**src/hw/rtl/priority_inheritance_mutex_engine_unit_macros.svh**
```systemverilog
// assertion macros for the mutex engine
`ifndef PRIORITY_INHERITANCE_MUTEX_ENGINE_UNIT_MACROS_SVH
`define PRIORITY_INHERITANCE_MUTEX_ENGINE_UNIT_MACROS_SVH
`define PIM_ASSERT_IMP(label, ante, cons) \
    label: assert property (@(posedge clk) disable iff (!rst_n) (ante) |-> (cons)) \
        else $error("assertion failed");
`define PIM_ASSERT_NEXT(label, ante, cons) \
    label: assert property (@(posedge clk) disable iff (!rst_n) (ante) |=> (cons)) \
        else $error("assertion failed");
`endif

```
**src/hw/rtl/pim_pkg.sv**
```systemverilog
// package: codes, states and defaults of the mutex engine
package pim_pkg;
    localparam int NUM_MUTEXES_DEF = 8;
    localparam int NUM_TASKS_DEF = 16;
    localparam int WAIT_DEPTH_DEF = 16;

    localparam logic [2:0] KIND_CREATE = 3'd0;
    localparam logic [2:0] KIND_DELETE = 3'd1;
    localparam logic [2:0] KIND_LOCK = 3'd2;
    localparam logic [2:0] KIND_UNLOCK = 3'd3;
    localparam logic [2:0] KIND_QUERY = 3'd4;

    localparam logic [3:0] ST_OK = 4'd0;
    localparam logic [3:0] ST_UNAVAIL = 4'd1;
    localparam logic [3:0] ST_NO_SLOT = 4'd2;
    localparam logic [3:0] ST_ISR = 4'd3;
    localparam logic [3:0] ST_WOULD_BLOCK = 4'd4;
    localparam logic [3:0] ST_NOT_OWNER = 4'd5;
    localparam logic [3:0] ST_QUEUED = 4'd6;
    localparam logic [3:0] ST_WAIT_FULL = 4'd7;
    localparam logic [3:0] ST_COUNT_FULL = 4'd8;

    typedef enum logic [2:0] {
        S_IDLE,
        S_SCAN,
        S_EXEC,
        S_WAKE,
        S_DONE
    } state_t;

    typedef struct packed {
        logic       hit;
        logic       free;
    } scan_ctl_t;
endpackage

```
**src/hw/rtl/pim_scan.sv**
```systemverilog
// scanner: walks the slot ids one per cycle looking for a match or a free slot
module pim_scan #(
    parameter int NUM_MUTEXES = pim_pkg::NUM_MUTEXES_DEF,
    localparam int SW = (NUM_MUTEXES > 1) ? $clog2(NUM_MUTEXES) : 1
) (
    input  logic          clk,
    input  logic          rst_n,
    input  logic          go,
    input  logic [31:0]   key,
    input  logic [31:0]   cur_id,
    output logic [SW-1:0] idx,
    output logic          last,
    output pim_pkg::scan_ctl_t ctl
);
    logic [SW-1:0] idx_reg, idx_next;
    logic          hit_reg, hit_next, free_reg, free_next;
    logic [SW-1:0] hidx_reg, hidx_next, fidx_reg, fidx_next;
    logic          act_reg, act_next;

    assign last = act_reg && (idx_reg == SW'(NUM_MUTEXES - 1));

    always_comb
    begin
        idx_next = idx_reg;
        hit_next = hit_reg;
        free_next = free_reg;
        hidx_next = hidx_reg;
        fidx_next = fidx_reg;
        act_next = act_reg;
        if (go)
        begin
            idx_next = '0;
            hit_next = 1'b0;
            free_next = 1'b0;
            act_next = 1'b1;
        end
        else if (act_reg)
        begin
            if (!hit_reg && key != 32'd0 && cur_id == key)
            begin
                hit_next = 1'b1;
                hidx_next = idx_reg;
            end
            if (!free_reg && cur_id == 32'd0)
            begin
                free_next = 1'b1;
                fidx_next = idx_reg;
            end
            if (last)
                act_next = 1'b0;
            else
                idx_next = idx_reg + SW'(1);
        end
    end

    always_ff @(posedge clk or negedge rst_n)
    begin
        if (!rst_n)
        begin
            idx_reg <= '0;
            hit_reg <= 1'b0;
            free_reg <= 1'b0;
            act_reg <= 1'b0;
            hidx_reg <= '0;
            fidx_reg <= '0;
        end
        else
        begin
            idx_reg <= idx_next;
            hit_reg <= hit_next;
            free_reg <= free_next;
            act_reg <= act_next;
            hidx_reg <= hidx_next;
            fidx_reg <= fidx_next;
        end
    end

    always_comb
    begin
        ctl.hit = hit_reg;
        ctl.free = free_reg;
    end

    assign idx = act_reg ? idx_reg : (hit_reg ? hidx_reg : fidx_reg);
endmodule

```
**src/hw/rtl/priority_inheritance_mutex_engine_unit.sv**
```systemverilog
// top level: priority inheritance mutex engine
// usage: pulse start with the request fields while busy is low; the request
// is taken at that edge and busy rises. the slot table is searched one slot
// a cycle through a shared id comparator, then the slot is updated and, on a
// hand-over, the head of the wait queue is read for an extra wake state.
// sequence: scan, exec, then a wake state for an unlock that hands over to a
// waiter, then the result beat in the done state. busy drops after the beat,
// so a new request is taken only once the last one is through.
// result: done is high for one cycle with status and the other result ports;
// the receiver cannot stall and must take the beat in that cycle.
// config: cfg_valid/cfg_ready write kernel_ready; cfg_ready is always high.
// reset: all slots free, no locks, id counter and priority table zero,
// kernel_ready 0. the wait queue memory needs no clearing since only entries
// inside a queue are read.
// the comparator loop over slots sets the latency.
module priority_inheritance_mutex_engine_unit #(
    parameter int NUM_MUTEXES = pim_pkg::NUM_MUTEXES_DEF,
    parameter int NUM_TASKS = pim_pkg::NUM_TASKS_DEF,
    parameter int WAIT_DEPTH = pim_pkg::WAIT_DEPTH_DEF
) (
    input  logic        clk,
    input  logic        rst_n,
    input  logic        start,
    output logic        busy,
    input  logic        cfg_valid,
    output logic        cfg_ready,
    input  logic        cfg_data,
    input  logic [2:0]  kind,
    input  logic [31:0] mutex_ref,
    input  logic [3:0]  task_req,
    input  logic        task_valid,
    input  logic [7:0]  task_priority,
    input  logic        may_wait,
    input  logic        in_isr,
    output logic        done,
    output logic [3:0]  status,
    output logic [31:0] new_id,
    output logic        owned,
    output logic        prio_valid,
    output logic [3:0]  prio_task,
    output logic [7:0]  prio_value,
    output logic        wake_valid,
    output logic [3:0]  woken_task,
    output logic        block_caller
);
    `include "priority_inheritance_mutex_engine_unit_macros.svh"

    localparam int SW = (NUM_MUTEXES > 1) ? $clog2(NUM_MUTEXES) : 1;
    localparam int TW = $clog2(NUM_TASKS);
    localparam int QW = (WAIT_DEPTH > 1) ? $clog2(WAIT_DEPTH) : 1;
    localparam int FW = $clog2(WAIT_DEPTH + 1);
    localparam int MD = NUM_MUTEXES * WAIT_DEPTH;
    localparam int MW = (MD > 1) ? $clog2(MD) : 1;

    pim_pkg::state_t state_reg, state_next;
    logic kready_reg;

    logic [31:0]   slot_id_reg [NUM_MUTEXES];
    logic          slot_locked_reg [NUM_MUTEXES];
    logic [TW-1:0] slot_owner_reg [NUM_MUTEXES];
    logic [7:0]    slot_count_reg [NUM_MUTEXES];
    logic [7:0]    slot_saved_reg [NUM_MUTEXES];
    logic [QW-1:0] wait_head_reg [NUM_MUTEXES];
    logic [FW-1:0] wait_fill_reg [NUM_MUTEXES];
    logic [7:0]    prio_reg [NUM_TASKS];
    logic [31:0]   id_counter_reg;
    logic [TW-1:0] wait_mem [MD];
    logic [TW-1:0] wrd_reg;

    logic [2:0]    kind_reg;
    logic [31:0]   mid_reg;
    logic [TW-1:0] task_reg;
    logic          tv_reg, mw_reg, isr_reg;

    logic [SW-1:0] sidx;
    logic          slast;
    pim_pkg::scan_ctl_t sctl;
    logic          go;
    logic [31:0]   scan_key;

    logic [3:0]  status_reg;
    logic [31:0] new_id_reg;
    logic owned_reg, pv_reg, wv_reg, blk_reg;
    logic [TW-1:0] pt_reg, wt_reg;
    logic [7:0] pval_reg;

    logic [31:0] cnt_inc;
    logic [31:0] qpos_sum;
    logic [QW-1:0] qpos, head_inc;
    logic [MW-1:0] waddr, raddr;
    logic wr_en;

    assign go = start && !busy;
    assign cfg_ready = 1'b1;
    assign busy = state_reg != pim_pkg::S_IDLE;

    // create looks for a free slot only
    assign scan_key = (kind_reg == pim_pkg::KIND_CREATE) ? 32'd0 : mid_reg;

    pim_scan #(.NUM_MUTEXES(NUM_MUTEXES)) u_scan (
        .clk(clk), .rst_n(rst_n), .go(go), .key(scan_key),
        .cur_id(slot_id_reg[sidx]), .idx(sidx), .last(slast), .ctl(sctl)
    );

    assign cnt_inc = (id_counter_reg + 32'd1 == 32'd0) ? 32'd1 : id_counter_reg + 32'd1;
    assign qpos_sum = 32'(wait_head_reg[sidx]) + 32'(wait_fill_reg[sidx]);
    assign qpos = (qpos_sum >= 32'(WAIT_DEPTH)) ? QW'(qpos_sum - 32'(WAIT_DEPTH))
                                                : QW'(qpos_sum);
    assign head_inc = (32'(wait_head_reg[sidx]) + 32'd1 >= 32'(WAIT_DEPTH)) ? '0
                                                : wait_head_reg[sidx] + QW'(1);
    assign waddr = MW'(sidx * WAIT_DEPTH) + MW'(qpos);
    assign raddr = MW'(sidx * WAIT_DEPTH) + MW'(wait_head_reg[sidx]);

    always_ff @(posedge clk)
    begin
        if (wr_en)
            wait_mem[waddr] <= task_reg;
        wrd_reg <= wait_mem[raddr];
    end

    always_comb
    begin
        state_next = state_reg;
        unique case (state_reg)
            pim_pkg::S_IDLE: if (go) state_next = pim_pkg::S_SCAN;
            pim_pkg::S_SCAN: if (slast) state_next = pim_pkg::S_EXEC;
            pim_pkg::S_EXEC:
                if (kind_reg == pim_pkg::KIND_UNLOCK && sctl.hit && tv_reg
                    && slot_locked_reg[sidx] && slot_owner_reg[sidx] == task_reg
                    && slot_count_reg[sidx] <= 8'd1 && wait_fill_reg[sidx] != '0)
                    state_next = pim_pkg::S_WAKE;
                else
                    state_next = pim_pkg::S_DONE;
            pim_pkg::S_WAKE: state_next = pim_pkg::S_DONE;
            pim_pkg::S_DONE: state_next = pim_pkg::S_IDLE;
            default: state_next = pim_pkg::S_IDLE;
        endcase
    end

    assign wr_en = state_reg == pim_pkg::S_EXEC && kind_reg == pim_pkg::KIND_LOCK
        && !isr_reg && sctl.hit && tv_reg && slot_locked_reg[sidx]
        && slot_owner_reg[sidx] != task_reg && mw_reg
        && wait_fill_reg[sidx] < FW'(WAIT_DEPTH);

    always_ff @(posedge clk or negedge rst_n)
    begin
        if (!rst_n)
        begin
            state_reg <= pim_pkg::S_IDLE;
            kready_reg <= 1'b0;
            id_counter_reg <= '0;
            for (int i = 0; i < NUM_MUTEXES; i++)
            begin
                slot_id_reg[i] <= '0;
                slot_locked_reg[i] <= 1'b0;
                slot_owner_reg[i] <= '0;
                slot_count_reg[i] <= '0;
                slot_saved_reg[i] <= '0;
                wait_head_reg[i] <= '0;
                wait_fill_reg[i] <= '0;
            end
            for (int t = 0; t < NUM_TASKS; t++)
                prio_reg[t] <= '0;
            kind_reg <= '0;
            mid_reg <= '0;
            task_reg <= '0;
            tv_reg <= 1'b0;
            mw_reg <= 1'b0;
            isr_reg <= 1'b0;
            status_reg <= '0;
            new_id_reg <= '0;
            owned_reg <= 1'b0;
            pv_reg <= 1'b0;
            pt_reg <= '0;
            pval_reg <= '0;
            wv_reg <= 1'b0;
            wt_reg <= '0;
            blk_reg <= 1'b0;
        end
        else
        begin
            state_reg <= state_next;
            if (cfg_valid && cfg_ready)
                kready_reg <= cfg_data;
            if (go)
            begin
                kind_reg <= kind;
                mid_reg <= mutex_ref;
                task_reg <= TW'(task_req);
                tv_reg <= task_valid;
                mw_reg <= may_wait;
                isr_reg <= in_isr;
                if (task_valid)
                    prio_reg[TW'(task_req)] <= task_priority;
                status_reg <= pim_pkg::ST_OK;
                new_id_reg <= '0;
                owned_reg <= 1'b0;
                pv_reg <= 1'b0;
                pt_reg <= '0;
                pval_reg <= '0;
                wv_reg <= 1'b0;
                wt_reg <= '0;
                blk_reg <= 1'b0;
            end
            if (state_reg == pim_pkg::S_EXEC)
            begin
                priority case (kind_reg)
                    pim_pkg::KIND_CREATE:
                        if (!kready_reg)
                            status_reg <= pim_pkg::ST_UNAVAIL;
                        else if (!sctl.free)
                            status_reg <= pim_pkg::ST_NO_SLOT;
                        else
                        begin
                            id_counter_reg <= cnt_inc;
                            slot_id_reg[sidx] <= cnt_inc;
                            slot_locked_reg[sidx] <= 1'b0;
                            slot_owner_reg[sidx] <= '0;
                            slot_count_reg[sidx] <= '0;
                            slot_saved_reg[sidx] <= '0;
                            wait_head_reg[sidx] <= '0;
                            wait_fill_reg[sidx] <= '0;
                            new_id_reg <= cnt_inc;
                        end
                    pim_pkg::KIND_DELETE:
                        if (!sctl.hit)
                            status_reg <= pim_pkg::ST_UNAVAIL;
                        else
                        begin
                            slot_id_reg[sidx] <= '0;
                            slot_locked_reg[sidx] <= 1'b0;
                            slot_owner_reg[sidx] <= '0;
                            slot_count_reg[sidx] <= '0;
                            slot_saved_reg[sidx] <= '0;
                            wait_head_reg[sidx] <= '0;
                            wait_fill_reg[sidx] <= '0;
                        end
                    pim_pkg::KIND_LOCK:
                        if (isr_reg)
                            status_reg <= pim_pkg::ST_ISR;
                        else if (!sctl.hit || !tv_reg)
                            status_reg <= pim_pkg::ST_UNAVAIL;
                        else if (slot_locked_reg[sidx] && slot_owner_reg[sidx] == task_reg)
                        begin
                            if (slot_count_reg[sidx] == 8'd255)
                                status_reg <= pim_pkg::ST_COUNT_FULL;
                            else
                                slot_count_reg[sidx] <= slot_count_reg[sidx] + 8'd1;
                        end
                        else if (!slot_locked_reg[sidx])
                        begin
                            slot_locked_reg[sidx] <= 1'b1;
                            slot_owner_reg[sidx] <= task_reg;
                            slot_count_reg[sidx] <= 8'd1;
                            slot_saved_reg[sidx] <= prio_reg[task_reg];
                        end
                        else if (!mw_reg)
                            status_reg <= pim_pkg::ST_WOULD_BLOCK;
                        else if (!wr_en)
                            status_reg <= pim_pkg::ST_WAIT_FULL;
                        else
                        begin
                            if (prio_reg[task_reg] > prio_reg[slot_owner_reg[sidx]])
                            begin
                                prio_reg[slot_owner_reg[sidx]] <= prio_reg[task_reg];
                                pv_reg <= 1'b1;
                                pt_reg <= slot_owner_reg[sidx];
                                pval_reg <= prio_reg[task_reg];
                            end
                            wait_fill_reg[sidx] <= wait_fill_reg[sidx] + FW'(1);
                            status_reg <= pim_pkg::ST_QUEUED;
                            blk_reg <= 1'b1;
                        end
                    pim_pkg::KIND_UNLOCK:
                        if (!sctl.hit)
                            status_reg <= pim_pkg::ST_UNAVAIL;
                        else if (!tv_reg || !slot_locked_reg[sidx]
                                 || slot_owner_reg[sidx] != task_reg)
                            status_reg <= pim_pkg::ST_NOT_OWNER;
                        else if (slot_count_reg[sidx] > 8'd1)
                            slot_count_reg[sidx] <= slot_count_reg[sidx] - 8'd1;
                        else
                        begin
                            prio_reg[task_reg] <= slot_saved_reg[sidx];
                            pv_reg <= 1'b1;
                            pt_reg <= task_reg;
                            pval_reg <= slot_saved_reg[sidx];
                            if (wait_fill_reg[sidx] == '0)
                            begin
                                slot_locked_reg[sidx] <= 1'b0;
                                slot_owner_reg[sidx] <= '0;
                                slot_count_reg[sidx] <= '0;
                            end
                        end
                    pim_pkg::KIND_QUERY:
                        owned_reg <= sctl.hit && slot_locked_reg[sidx];
                    default:
                        status_reg <= pim_pkg::ST_UNAVAIL;
                endcase
            end
            if (state_reg == pim_pkg::S_WAKE)
            begin
                wait_head_reg[sidx] <= head_inc;
                wait_fill_reg[sidx] <= wait_fill_reg[sidx] - FW'(1);
                slot_owner_reg[sidx] <= wrd_reg;
                slot_count_reg[sidx] <= 8'd1;
                slot_saved_reg[sidx] <= prio_reg[wrd_reg];
                wv_reg <= 1'b1;
                wt_reg <= wrd_reg;
            end
        end
    end

    assign done = state_reg == pim_pkg::S_DONE;
    assign status = status_reg;
    assign new_id = new_id_reg;
    assign owned = owned_reg;
    assign prio_valid = pv_reg;
    assign prio_task = 4'(pt_reg);
    assign prio_value = pval_reg;
    assign wake_valid = wv_reg;
    assign woken_task = 4'(wt_reg);
    assign block_caller = blk_reg;

    `PIM_ASSERT_IMP(a_busy_on_start, go, state_next == pim_pkg::S_SCAN)
    `PIM_ASSERT_NEXT(a_done_idle, done, !busy)
    `PIM_ASSERT_IMP(a_block_queued, done && block_caller, status == pim_pkg::ST_QUEUED)
    `PIM_ASSERT_IMP(a_wake_prio, done && wake_valid, prio_valid && status == pim_pkg::ST_OK)
endmodule

```
**config.mk**
```make
export PLATFORM = sky130hd
export DESIGN_NAME = priority_inheritance_mutex_engine_unit
export DESIGN_NICKNAME = d
export VERILOG_FILES = /design/src/hw/rtl/pim_pkg.sv /design/src/hw/rtl/pim_scan.sv /design/src/hw/rtl/priority_inheritance_mutex_engine_unit.sv
export VERILOG_INCLUDE_DIRS = /design/src /design/src/hw/rtl
export SDC_FILE = /design/constraint.sdc
export NUM_CORES = 2
export LEC_CHECK = 0
export BUFFER_PORTS_ARGS = -buffer_cell sky130_fd_sc_hd__buf_2
export CAP_MARGIN = 30
export CORE_MARGIN = 4
export CORE_UTILIZATION = 40
export CTS_CLUSTER_DIAMETER = 50
export DETAILED_ROUTE_END_ITERATION = 10
export PLACE_DENSITY_LB_ADDON = 0.15
export SYNTH_ARGS = -nofsm -noshare
export SYNTH_HDL_FRONTEND = slang
export SYNTH_SLANG_ARGS = --single-unit
```
**constraint.sdc**
```tcl
create_clock -name clk -period 9.5 [get_ports clk]
set_input_delay 0.475 -clock clk [delete_from_list [all_inputs] [get_ports clk]]
set_output_delay 0.475 -clock clk [all_outputs]
set_load 0.01 [all_outputs]
```
**Yosys cells after proc, flatten, opt, wreduce, memory -nomap -nowiden**

Memories as Yosys holds them, arrays and structs flattened. A register that Yosys moved wholly into a read port is not among the register bits.
Cells that the tools add are included.

- Add/sub/neg operators: 12
- Order comparisons: 15
- Eq/ne operators: 27
- Mux-type cells: 245
- Bitwise logic cells: 24
- Reduce and logical (&&, ||, !) cells: 57

Operators with widths:

| kind | count |
|---|---|
| 128-bit two-way mux | 13 |
| 64-bit two-way mux | 23 |
| 32-bit two-way mux | 28 |
| 256-bit two-way mux | 3 |
| 256-bit one-hot mux with 2 select lines | 1 |
| 40-bit two-way mux | 11 |
| 128-bit bitwise mux | 3 |
| 8-bit two-way mux | 37 |
| 256-bit bitwise AND | 1 |
| 256-bit bitwise mux | 1 |
| 64-bit bitwise mux | 4 |
| 256-bit inverter | 1 |
| 128-bit one-hot mux with 2 select lines | 1 |
| 64-bit one-hot mux with 4 select lines | 1 |
| 64-bit one-hot mux with 3 select lines | 1 |
| 4-bit two-way mux | 33 |
| 64-bit bitwise AND | 2 |
| 32-bit one-hot mux with 4 select lines | 1 |
| 40-bit one-hot mux with 3 select lines | 1 |
| 56-bit bitwise AND | 2 |
| 32-bit binary-select mux with 3-bit select | 1 |
| 8-bit binary-select mux with 4-bit select | 3 |
| 32-bit bitwise mux | 3 |
| 32-bit demux with 3-bit select | 1 |
| 78 further kinds | 204 |

- Register bits: 770
- Memory bits (writable): 512
- Bits of input ports: 55
- Output and inout bits: 59
- Word-level logic and storage cells: 477
- Memories: 1

Memory list:

| name | words | width | rd ports | clocked after memory_dff | wr ports | line | text |
|---|---|---|---|---|---|---|---|
| wait_mem | 128 | 4 | 1 | 1 | 1 | priority_inheritance_mutex_engine_unit.sv:67 | `logic [TW-1:0] wait_mem [MD];` |

**Depth between registers and ports, before layout**

- Depth after elaboration: 21
- Depth in mapped cells: 27
- Gate-level depth less buffers: 22

**Cells and area by module**

Synthesis repeated with hierarchy kept, for this count alone.

- Cell total of the unflattened synthesis: 6059
- Area, all modules: 64106.5 um^2

Modules (own cells, without submodules):

| module | times used | cells each | area each (um^2) | seq. area each (um^2) |
|---|---|---|---|---|
| priority_inheritance_mutex_engine_unit | 1 | 5943 | 63036.7 | 34423.0 |
| pim_scan | 1 | 116 | 1069.8 | 300.3 |

**Least setup slack after synthesis**

Ideal clock, no wire load.

- Kind: reg2reg
- Start: reg task_reg[0]
- End: reg prio_reg[13] (netlist name)
- Setup time: 0.146 ns
- Arrival time: 6.719 ns
- Required time: 9.354 ns
- Setup slack: 2.635 ns
- Cell stages (with the launch flop): 20
- Buffers on the path: 5
- Clock period less this slack: 6.865 ns
- Path through: dfrtp_1 > clkbuf_1 > clkbuf_1 > buf_1 > mux4_2 > mux4_2 > ha_1 > nor2b_1 > o21a_1 > o21ai_0 > nand2b_1 > a21oi_1 > o21ai_0 > o21ai_0 > clkbuf_1 > nor4_1 > clkbuf_1 > nor3_1 > a21oi_1 > o221ai_1

- Cells in the longest elaborated chain, start to end: 14
- Elaborated cells on any way between the ends: 31
- Those cells by class: order compare: 3; eq/ne: 2; mux: 19; bitwise: 1; reduce/logical: 6

Ends and longest elaborated chain:

| what | line | text |
|---|---|---|
| start: declaration | priority_inheritance_mutex_engine_unit.sv:72 | `logic [TW-1:0] task_reg;` |
| start signal: assignment | priority_inheritance_mutex_engine_unit.sv:189 | `task_reg <= TW'(task_req);` |
| 4-bit inverter with 5-bit output (not written as such) | priority_inheritance_mutex_engine_unit.sv:263, priority_inheritance_mutex_engine_unit.sv:265, priority_inheritance_mutex_engine_unit.sv:284 |  |
| 8-bit binary-select mux with 4-bit select | priority_inheritance_mutex_engine_unit.sv:263, priority_inheritance_mutex_engine_unit.sv:265 |  |
| 8-bit two-way mux (not written as such) (2 in series) | priority_inheritance_mutex_engine_unit.sv:263, priority_inheritance_mutex_engine_unit.sv:265 |  |
| 8-bit greater-than comparator or 128-bit bitwise mux (tied branches) | priority_inheritance_mutex_engine_unit.sv:263, priority_inheritance_mutex_engine_unit.sv:265 |  |
| 128-bit two-way mux | priority_inheritance_mutex_engine_unit.sv:263 | `if (prio_reg[task_reg] > prio_reg[slot_owner_reg[sidx]])` |
| 128-bit two-way mux | priority_inheritance_mutex_engine_unit.sv:259 | `else if (!wr_en)` |
| 128-bit two-way mux | priority_inheritance_mutex_engine_unit.sv:257 | `else if (!mw_reg)` |
| 128-bit two-way mux | priority_inheritance_mutex_engine_unit.sv:250 | `else if (!slot_locked_reg[sidx])` |
| 128-bit two-way mux | priority_inheritance_mutex_engine_unit.sv:243 | `else if (slot_locked_reg[sidx] && slot_owner_reg[sidx] == task_reg)` |
| 128-bit two-way mux | priority_inheritance_mutex_engine_unit.sv:241 | `else if (!sctl.hit \|\| !tv_reg)` |
| 128-bit two-way mux | priority_inheritance_mutex_engine_unit.sv:239 | `if (isr_reg)` |
| 128-bit one-hot mux with 2 select lines (*) | priority_inheritance_mutex_engine_unit.sv:207 | `priority case (kind_reg)` |
| 128-bit two-way mux (*) | priority_inheritance_mutex_engine_unit.sv:205 | `if (state_reg == pim_pkg::S_EXEC)` |
| end signal: indexed assignment | priority_inheritance_mutex_engine_unit.sv:194 | `prio_reg[TW'(task_req)] <= task_priority;` |
| end signal: indexed assignment | priority_inheritance_mutex_engine_unit.sv:265 | `prio_reg[slot_owner_reg[sidx]] <= prio_reg[task_reg];` |
| end signal: indexed assignment | priority_inheritance_mutex_engine_unit.sv:284 | `prio_reg[task_reg] <= slot_saved_reg[sidx];` |
| end: declaration | priority_inheritance_mutex_engine_unit.sv:65 | `logic [7:0] prio_reg [NUM_TASKS];` |

Mark *: on every way between the ends. The rest lies on a longest branch, timed or not. The select of a mux whose other input is x is not followed.
A chain may end at the register's enable or synchronous reset.

**Final worst setup path**

- Start: reg u_scan.act_reg
- End: reg prio_reg[88] (netlist name)

- Cells in the longest elaborated chain, start to end: 20
- Elaborated cells on any way between the ends: 53
- Those cells by class: order compare: 5; eq/ne: 2; mux: 35; bitwise: 2; reduce/logical: 9

Ends and longest elaborated chain:

| what | line | text |
|---|---|---|
| start: declaration | pim_scan.sv:18 | `logic act_reg, act_next;` |
| start signal: assignment | pim_scan.sv:72 | `act_reg <= act_next;` |
| 3-bit two-way mux (*) | pim_scan.sv:84 | `assign idx = act_reg ? idx_reg : (hit_reg ? hidx_reg : fidx_reg);` |
| 3-bit inverter with 4-bit output (not written as such) (*) | n/a |  |
| parallel branches: the longest is 16 deep, another holds 8-bit greater-than comparator | n/a |  |
| 128-bit one-hot mux with 2 select lines (*) | priority_inheritance_mutex_engine_unit.sv:207 |  |
| 128-bit two-way mux (*) | priority_inheritance_mutex_engine_unit.sv:205 |  |

Mark *: on every way between the ends. The select of a mux whose other input is x is not followed.

==> impl_metrics.ini <==
[run_status]
outcome = finished clean

[routing]
avgRoutedWirePerCell_um = 29.95
drtIter0Drc = 7897
drt-total-wl_mm = 262.8
drc_errors = 0
firstDrtPassIters = 7
drt.antenna.violating_nets = 0
viasPerCell = 6.399
vias = 56150

[finish]
mostFrequentLayoutCell = nand2_1
mostFrequentLayoutCells = nand2_1 (1063), dfrtp_1 (765), edfxtp_1 (512), nor2_1 (499), o21ai_0 (447)
nets = 6532
layoutNonFillerInstCount = 8775
largest_reg_flops = 512
final_util_pct = 46.04
finish.instance_area_um2 = 75190
synthToLayoutAreaGrowth_pct = 13.88
drive_above_1_share_pct = 14.03

[clock_tree]
cts_tree = built
clk_latency_ns = 0.81
post_cts_buffers = 0
path_clk_slew_ns = 0.06
htree_levels = 4
cts.repair.resized = 0
cts.path.max_buffers = 3
clkSinkCount = 1286
cts_inserted_buffers = 166
root_buffer = clkbuf_16

[floorplanning]
fp.dieArea_um2 = 171600
core_area_um2 = 163300
initial_utilization_pct = 40.43
rows = 148
dieHeight_um = 414.3
pin_count = 114
dieWidth_um = 414.3

[logic_synthesis]
netlist_area_um2 = 66030
postSynth.asyncResetShare_pct = 59.88
synth_top_flop_cell = dfrtp_1
netlist_top_cells_area = dfrtp_1 (29%), edfxtp_1 (23%), nand2_1 (6.1%)
ys_seq_area_share_pct = 52.59
synth_seq_cells = 1286
synth_edf_count = 512
yosys_warnings = 0
synth_cells = 6437
synth_area_leader_cell = dfrtp_1
syn_area_per_cell_um2 = 10.26
yosysUniqueCellTypes = 107
yosysTopAreaCellShare_pct = 29.18
synth_fp_nets = 6513

[global_routing]
track_usage_pct = 29.70
grt_start_max_net_pins = 177
grt_first_pass_wirelength_mm = 382.9
grt_antenna_before_repair = 12
grt_overflow = 0
grt_pass1_vias = 53770

[timing]
min_period_ns = 7.702
finalCritPeriodShare_pct = 81.07
maxSlewViolCount = 0
hold_ws_ns = 0.1057
fmax_mhz = 129.8
rsz0062_at_grt = false
finalHoldViolCount = 0
setup_viol = 0
finalClockSkew_ns = 0.04006
tightest_slew_ns = 1.154
slew_headroom_pct = 22.76
tns_ns = 0

[placement]
place.gp.congestion = 0.9811
hpwl_mm = 171.6
dpl_cell_area_um2 = 69110
place_inst = 8415
io_buffers = 112

[min_path]
holdCritPathClass = input pin to flip-flop

[run]
max-cap-violations = 0

[worst_setup_path]
critPathMaxFanout = 81
startpoint_type = flip-flop
cp-end-kind = flip-flop
critPathArrivalTime_ns = 8.33
critPathKind = flip-flop to flip-flop
worst-endpoint-required_ns = 10.13

[pwr]
p_leak_nw = 28.73
cellPowerDensity_nw_per_um2 = 365.7
max-vdd-ir-drop_uv = 561.8
==> through the flow <==
stage / total power (W) / setup slack [ns]
floorplan: 0.01548 / 2.635
global placement: 0.02073 / 2.008
detailed placement: 0.02075 / 1.894
CTS: 0.02722 / 1.927
global route: 0.02857 / 1.437
finish: 0.02750 / 1.798
==> what timing repair did <==
action / CTS / global route
hold buffers: 43 / 0
hold endpoints to repair: 139 / 0
endpoints found under the setup margin: 0 / 0
==> power by group <==
part	switching [W]	total (W)	internal [W]
combinational	0.00945	0.0135	0.00401
sequential	0.000892	0.00761	0.00672
clock	0.00264	0.00643	0.00379
total	0.0130	0.0275	0.0145
==> synth_stat cells, types with 34 or more instances <==
cell type  instances
or2_2             43
inv_1             43
a221oi_1         115
nand4_1           45
edfxtp_1         512
xor2_1            35
dfrtp_1          770
nand2_1         1074
a221o_1           38
buf_2             77
o211ai_1         118
clkbuf_1         330
nand3_1          220
nor2b_1           34
o22ai_1           59
a31oi_1           39
xnor2_1           65
nor2_1           518
o21ai_0          450
o221ai_1          94
mux2i_1          327
nor4_1            38
a22oi_1           60
mux4_2            94
nor3_1           170
mux2_2            91
a21oi_1          327
buf_1             64
and3_1            43
a22o_1            35
a211oi_1          40
==> routing by layer <==
layer	routed length (um)	share of wire (%)	track usage (%)
met1	111900	43	43.25
met3	28700	11	7.302
met4	9814	3.7	10.25
met5	0	0	0
met2	112400	43	43.12
==> final cells by class <==
class                   instances  area (um^2)
diodes                          6        15.01
clock buffers                 221         4544
clock inverters                85         1025
fillers                     15450        88140
inverters                      46        180.2
multi-input cells            4599        29290
flip-flops and latches       1286        34740
well taps                    2175         2721
repair buffers                357         2678
==> cell families after synthesis <==
kind of cell | share of synthesized area, %
other | 0.005680
AOI/OAI and AO/OA | 16.70
muxes | 9.928
adders and majority gates | 0.4093
xor gates and xnor gates | 1.327
DFF | 52.59
buffers and inverters | 3.534
and+or+nand+nor | 15.51
==> worst paths after layout <==
kind                                              startpoint  cells after the start                            end  slack (ns)
worst max register to register      u_scan.act_reg$_DFF_PN0_                     22         prio_reg[88]$_DFF_PN0_        1.80
max in group asynchronous                              rst_n                      4           new_id[10]$_DFF_PN0_        6.90
worst min-delay path                                   start                      3  u_scan.idx_reg[0]$_DFFE_PN0P_        0.11
worst max-delay path                u_scan.act_reg$_DFF_PN0_                     22         prio_reg[88]$_DFF_PN0_        1.80
worst min register to register  slot_id_reg[146]$_DFFE_PN0P_                      2   slot_id_reg[146]$_DFFE_PN0P_        0.47
min in group asynchronous                              rst_n                      2        mid_reg[13]$_DFFE_PN0P_        0.32
==> critical path: stages, from the launching register on <==
cell       delay, ns
dfrtp_2         0.80
inv_1           0.58
a21oi_4         0.46
mux2_2          0.40
a2111oi_4       0.41
buf_12          0.41
mux2_2          0.38
o21ai_0         0.19
a21oi_1         0.09
o21ai_0         0.30
ha_1            0.20
nor2b_1         0.14
o21a_1          0.12
o21ai_0         0.09
nand2b_1        0.09
a21oi_1         0.06
o21ai_0         0.18
o21ai_2         0.10
buf_4           0.21
nor2_2          0.67
nand3_1         0.55
a21oi_1         0.79
o221ai_1        0.25
Note: power is estimated with default switching activity, not from simulation.
